<file path="config.mk">
export PLATFORM = sky130hd
export DESIGN_NAME = vtcm_queue
export DESIGN_NICKNAME = d
export VERILOG_FILES = /design/src/rtl/vtcm_pkg.sv /design/src/rtl/vtcm_queue.sv
export SDC_FILE = /design/constraint.sdc
export NUM_CORES = 1
export LEC_CHECK = 0
export BUFFER_PORTS_ARGS = -buffer_cell sky130_fd_sc_hd__buf_2
export CORE_MARGIN = 2
export CORE_UTILIZATION = 42
export CTS_CLUSTER_SIZE = 30
export DETAILED_ROUTE_END_ITERATION = 16
export SLEW_MARGIN = 25
export SYNTH_ARGS = -nofsm -noshare
export SYNTH_HDL_FRONTEND = slang
export SYNTH_SLANG_ARGS = --single-unit
</file>
<file path="constraint.sdc">
create_clock -name clk -period 7.9 [get_ports clk]
set_clock_uncertainty 0.15 [all_clocks]
set_input_delay 1.185 -clock clk [delete_from_list [all_inputs] [get_ports clk]]
set_output_delay 1.185 -clock clk [all_outputs]
set_load 0.02 [all_outputs]
</file>
<file path="src/rtl/vtcm_pkg.sv">
// shared types, constants and arithmetic helpers of the texture coordinate mapper
`timescale 1ns / 1ps
package vtcm_pkg;

    localparam int ANGLE_ITER_DEF = 16;
    localparam int TAB_LEN        = 24;
    localparam int SQRT_STEPS     = 32;
    localparam int MID_DEPTH      = 4;
    localparam int CW             = 36;
    localparam int ONE_FX         = 65536;

    localparam logic [2:0] MODE_PLANAR = 3'd0;
    localparam logic [2:0] MODE_SPHERE = 3'd1;
    localparam logic [2:0] MODE_CYL    = 3'd2;
    localparam logic [2:0] MODE_DISC   = 3'd3;
    localparam logic [2:0] MODE_NONE   = 3'd4;

    localparam logic [2:0] REG_MODE = 3'd0;
    localparam logic [2:0] REG_MAT0 = 3'd1;
    localparam logic [2:0] REG_MAT1 = 3'd2;
    localparam logic [2:0] REG_MAT2 = 3'd3;
    localparam logic [2:0] REG_MAT3 = 3'd4;
    localparam logic [2:0] REG_MAT4 = 3'd5;
    localparam logic [2:0] REG_MAT5 = 3'd6;

    typedef struct packed {
        logic signed [31:0] pos_x;
        logic signed [31:0] pos_y;
        logic signed [31:0] pos_z;
        logic               in_last;
    } vtcm_in_t;

    typedef struct packed {
        logic signed [31:0] tex_u;
        logic signed [31:0] tex_v;
        logic               out_last;
    } vtcm_out_t;

    // transformed vertex between front and back
    typedef struct packed {
        logic signed [31:0] t0;
        logic signed [31:0] t1;
        logic signed [31:0] t2;
        logic               last;
    } vtcm_mid_t;

    typedef struct packed {
        logic full;
        logic empty;
    } vtcm_qstat_t;

    // per-item payload along the back pipeline
    typedef struct packed {
        logic [2:0]         mode;
        logic               last;
        logic signed [31:0] t0;
        logic signed [31:0] t1;
    } vtcm_pl_t;

    typedef struct packed {
        logic signed [CW-1:0] x;
        logic signed [CW-1:0] y;
        logic [31:0]          acc;
        logic                 zero;
    } vtcm_cs_t;

    function automatic logic [31:0] atan_tab(input int i);
        logic [31:0] r;
        unique case (i)
            0:  r = 32'h20000000;
            1:  r = 32'h12E4051E;
            2:  r = 32'h09FB385B;
            3:  r = 32'h051111D4;
            4:  r = 32'h028B0D43;
            5:  r = 32'h0145D7E1;
            6:  r = 32'h00A2F61E;
            7:  r = 32'h00517C55;
            8:  r = 32'h0028BE53;
            9:  r = 32'h00145F2F;
            10: r = 32'h000A2F98;
            11: r = 32'h000517CC;
            12: r = 32'h00028BE6;
            13: r = 32'h000145F3;
            14: r = 32'h0000A2F9;
            15: r = 32'h0000517C;
            16: r = 32'h000028BE;
            17: r = 32'h0000145F;
            18: r = 32'h00000A2F;
            19: r = 32'h00000517;
            20: r = 32'h0000028B;
            21: r = 32'h00000145;
            22: r = 32'h000000A2;
            23: r = 32'h00000051;
            default: r = 32'h0;
        endcase
        return r;
    endfunction

    function automatic logic signed [31:0] sat32(input logic signed [49:0] v);
        logic signed [31:0] r;
        if (v > 50'sd2147483647)
            r = 32'sh7FFFFFFF;
        else if (v < -50'sd2147483648)
            r = 32'sh80000000;
        else
            r = v[31:0];
        return r;
    endfunction

    // (c + 1.0) / 2, floor
    function automatic logic signed [31:0] half_plus(input logic signed [31:0] c);
        logic signed [32:0] s;
        s = {c[31], c} + 33'sd65536;
        return s[32:1];
    endfunction

    function automatic vtcm_cs_t cordic_init(input logic signed [CW-1:0] x,
                                             input logic signed [CW-1:0] y);
        vtcm_cs_t s;
        s.zero = (x == '0) && (y == '0);
        if (x[CW-1])
        begin
            s.x   = -x;
            s.y   = -y;
            s.acc = 32'h80000000;
        end
        else
        begin
            s.x   = x;
            s.y   = y;
            s.acc = 32'h0;
        end
        return s;
    endfunction

    function automatic vtcm_cs_t cordic_step(input vtcm_cs_t s, input int i);
        vtcm_cs_t             r;
        logic signed [CW-1:0] x;
        logic signed [CW-1:0] y;
        x = s.x;
        y = s.y;
        r.zero = s.zero;
        if (!y[CW-1] && (y != '0))
        begin
            r.x   = x + (y >>> i);
            r.y   = y - (x >>> i);
            r.acc = s.acc + atan_tab(i);
        end
        else
        begin
            r.x   = x - (y >>> i);
            r.y   = y + (x >>> i);
            r.acc = s.acc - atan_tab(i);
        end
        return r;
    endfunction

    // round the turn accumulator to 16 bits
    function automatic logic [15:0] cordic_angle(input vtcm_cs_t s);
        logic [31:0] rnd;
        rnd = s.acc + 32'h00008000;
        return s.zero ? 16'h0 : rnd[31:16];
    endfunction

endpackage

</file>
<file path="src/rtl/vtcm_queue.sv">
// short queue of transformed vertices between front and back
`timescale 1ns / 1ps
module vtcm_queue #(
    parameter int DEPTH = vtcm_pkg::MID_DEPTH
) (
    input  logic                  clk,
    input  logic                  rst_n,
    input  logic                  wr,
    input  vtcm_pkg::vtcm_mid_t   wr_item,
    input  logic                  rd,
    output vtcm_pkg::vtcm_mid_t   rd_item,
    output vtcm_pkg::vtcm_qstat_t stat
);
    import vtcm_pkg::*;

    localparam int PW = (DEPTH > 1) ? $clog2(DEPTH) : 1;
    localparam int CNTW = $clog2(DEPTH + 1);

    vtcm_mid_t       mem_reg [0:DEPTH-1];
    logic [PW-1:0]   wp_reg;
    logic [PW-1:0]   rp_reg;
    logic [CNTW-1:0] cnt_reg;
    logic            do_wr;
    logic            do_rd;

    assign stat.full  = (cnt_reg == CNTW'(DEPTH));
    assign stat.empty = (cnt_reg == '0);
    assign do_wr      = wr && !stat.full;
    assign do_rd      = rd && !stat.empty;
    assign rd_item    = mem_reg[rp_reg];

    always_ff @(posedge clk or negedge rst_n)
    begin
        if (!rst_n)
        begin
            wp_reg  <= '0;
            rp_reg  <= '0;
            cnt_reg <= '0;
        end
        else
        begin
            if (do_wr)
                wp_reg <= (wp_reg == PW'(DEPTH - 1)) ? '0 : wp_reg + 1'b1;
            if (do_rd)
                rp_reg <= (rp_reg == PW'(DEPTH - 1)) ? '0 : rp_reg + 1'b1;
            if (do_wr && !do_rd)
                cnt_reg <= cnt_reg + 1'b1;
            else if (do_rd && !do_wr)
                cnt_reg <= cnt_reg - 1'b1;
        end
    end

    always_ff @(posedge clk)
    begin
        if (do_wr)
            mem_reg[wp_reg] <= wr_item;
    end

endmodule

</file>
==> run_results.csv <==
group,metric,value,unit
pwr,powerDensity,402,nW/um2
die,core_area,33700,um2
cts,cts_resized,0,
grt,grt_pass1_wl,41500,um
synth,synth_fa_ha_area_share,0.659,%
synth,synthXorXnorAreaFrac,0.182,%
sta,worstMarginPinSlew,0.901,ns
pwr,clkPwrFrac,29.6,%
worst_setup_path,start_kind,"register",
die,fp-row-count,67,
pwr,leakagePower,5.91,nW
cts,clkSlewWorstSetupHoldPaths,0.06,ns
sta,fin_crit,4.24,ns
worst_setup_path,worstRegToRegCells,4,
synth,synth_edf_count,388,
synth,synth_area_per_cell,26.5,um2
sta,slew_viol_final,0,
placement,dpl.hpwl,15800,um
sta,rsz0062_at_grt,"false",
routing,num_vias,6464,
synth,ys_async_sr_fraction,1.77,%
sta,finalSetupViolations,0,
routing,drt-met1-wl,10800,um
cts,htreeDepth,2,
routing,drc,0,
status,outcome,"completed",
synth,ys_seq_area_share,82.0,%
min_path,holdCritPathClass,"in2async",
worst_setup_path,startpoint,"rp_reg[1]",
synth,synth_warnings,0,
sta,hold_viol,0,
die,dieArea,35800,um2
sta,max_freq,0.236,GHz
grt,grt_max_degree,56,
cts,cts_tree,"built",
routing,drt-total-wl,27000,um
worst_setup_path,ff2ff_setup_slack,4.98,ns
routing,dr_wl_met3,1620,um
synth,syn_inst,544,
pwr,peakVddDrop,319,uV
worst_setup_path,r2r_start,"cnt_reg[2]",
synth,synth_fp_nets,652,
sta,period_share,53.6,%
pwr,total_power,0.00701,W
worst_setup_path,worstPathArrival,2.90,ns
grt,track_usage,15.3,%
routing,top_layer,"met5",
cts,cts_buffer_depth,3,
die,die_w,189,um
routing,wl_per_cell,21.5,um
pwr,p_sw,0.00214,W
cts,cts.sinks,395,
routing,postRouteAntennaNets,0,
layout,syn_to_final_growth,20.8,%
sta,setup_tns,0,ns
run,drv_cap,0,
cts,clkLatencyLatePin,0.54,ns
worst_setup_path,critPathKind,"reg2out",
pwr,cellInternalPower,0.00487,W
routing,route.met2.wl,13800,um
synth,synth_top_family_by_area,"multiplexers",
placement,gp_congestion,0.719,
die,die_h,189,um
routing,dr.pass1.iters,6,
synth,ys.flop_type,"edfxtp_1",
layout,fin_nets,881,
layout,layout_common_cells,"388 x edfxtp_1, 199 x buf_2, 97 x mux4_2",
layout,mostFrequentLayoutCell,"edfxtp_1",
grt,first_global_vias,7176,
worst_setup_path,worst-path-max-fanout,55,
pwr,combPwrFrac,28.7,%
layout,largest_reg_flops,388,
synth,synth_mux_area_share,15.5,%
synth,synth_compound_area_share,0.139,%
worst_setup_path,worst_setup_path_end_kind,"primary output",
cts,root_buffer,"clkbuf_16",
pwr,seqPwrFrac,41.8,%
sta,relSlewSlack,39.9,%
cts,cts_made_buffers,42,
worst_setup_path,crit_end,"rd_item[7]",
worst_setup_path,worstPathRequired,6.57,ns
die,initial_utilization,42.8,%
synth,synth_seq_cells,395,
worst_setup_path,regToRegEndpoint,"mem_reg[1][1]",
synth,synth-simple-area-share,0.451,%
synth,netlist_area,14400,um2
placement,numPortBuffers,199,
die,num_io_pins,200,
grt,antenna_found_initial,5,
layout,drive_gt1_share,47.7,%
routing,vias_per_cell,5.14,
cts,post_cts_buffers,0,
routing,drtIter0Drc,295,
pwr,swShare,30.6,%
cts,cts_hold_buf,0,
synth,ys_types,23,
grt,overflow,0,
## power by group through the flow
stage          clock, W  sequential, W  combinational (W)
2_1_floorplan         0        0.00291            0.00149
3_3_place_gp          0        0.00296            0.00205
3_5_place_dp          0        0.00298            0.00207
4_1_cts         0.00213        0.00294            0.00207
5_1_grt         0.00221        0.00297            0.00217
6_report        0.00207        0.00293            0.00201
## synthesized netlist by cell type (2+ instances only)
cell type | number | share of area (%)
and2_1 | 3 | 0.13
edfxtp_1 | 388 | 81
mux4_2 | 97 | 15
buf_2 | 6 | 0.21
dfrtp_1 | 7 | 1.2
ha_1 | 6 | 0.52
nor3_1 | 2 | 0.069
mux2_2 | 4 | 0.31
xor2_1 | 2 | 0.12
inv_1 | 3 | 0.078
clkbuf_1 | 6 | 0.16
nor2_1 | 3 | 0.078
buf_4 | 7 | 0.36
## how the worst min path moves through the flow
| stage | start | end | cells past startpoint |
|---|---|---|---|
| global placement | cnt_reg[2] | cnt_reg[2] | 1 |
| CTS | rst_n | rp_reg[1] | 1 |
| floorplan | cnt_reg[2] | cnt_reg[2] | 1 |
| finish | rst_n | rp_reg[1] | 1 |
| detailed placement | cnt_reg[2] | cnt_reg[2] | 1 |
| global route | rst_n | rp_reg[1] | 1 |
## worst max-delay path, cell delays in order, from the launching register on
cell and delay, ns:
dfrtp_4 0.86, buf_4 0.78, mux4_2 0.44, buf_2 0.18
## final cells by class
class | instances | area [um2]
Multi-Input combinational cell | 124 | 2450
Clock buffer | 50 | 1120
Sequential cell | 395 | 11800
Timing Repair Buffer | 207 | 1060
Tap cell | 448 | 561
Antenna cell | 2 | 5.00
Inverter | 3 | 11.3
Fill cell | 2669 | 16300
Clock inverter | 28 | 383
## cell families (layout without fill, tap and decap cells)
| family | count (synthesis) | count (layout) |
|---|---|---|
| flip-flops | 395 | 395 |
| multiplexers | 101 | 101 |
| buffers and inverters | 25 | 288 |
| AND/OR/NAND/NOR | 11 | 11 |
| adder cells (fa/ha/maj) | 7 | 7 |
| XOR/XNOR | 3 | 3 |
| AO/OA/AOI/OAI | 2 | 2 |
| other | 0 | 2 |
## layer usage
layer  GRT usage [%]  vias up
li1                -     2816
met1            19.6     3396
met2            25.7      189
met3            3.71       57
met4            5.22        6
met5               0        -
## through the flow
step | cells | hold WS, ns | setup slack, ns | area, um2 | utilization (%)
CTS | 1255 | 0.310 | 3.57 | 17400 | 51.7
detailed placement | 1177 | 0.374 | 4.17 | 15900 | 47.2
finish | 1257 | 0.333 | 3.66 | 17400 | 51.7
global placement | 1177 | 0.359 | 4.19 | 15900 | 47.2
global route | 1256 | 0.320 | 3.51 | 17400 | 51.7
floorplan | 544 | 0.343 | 1.89 | 14400 | -
No activity file was read; power rests on OpenSTA's default activity.
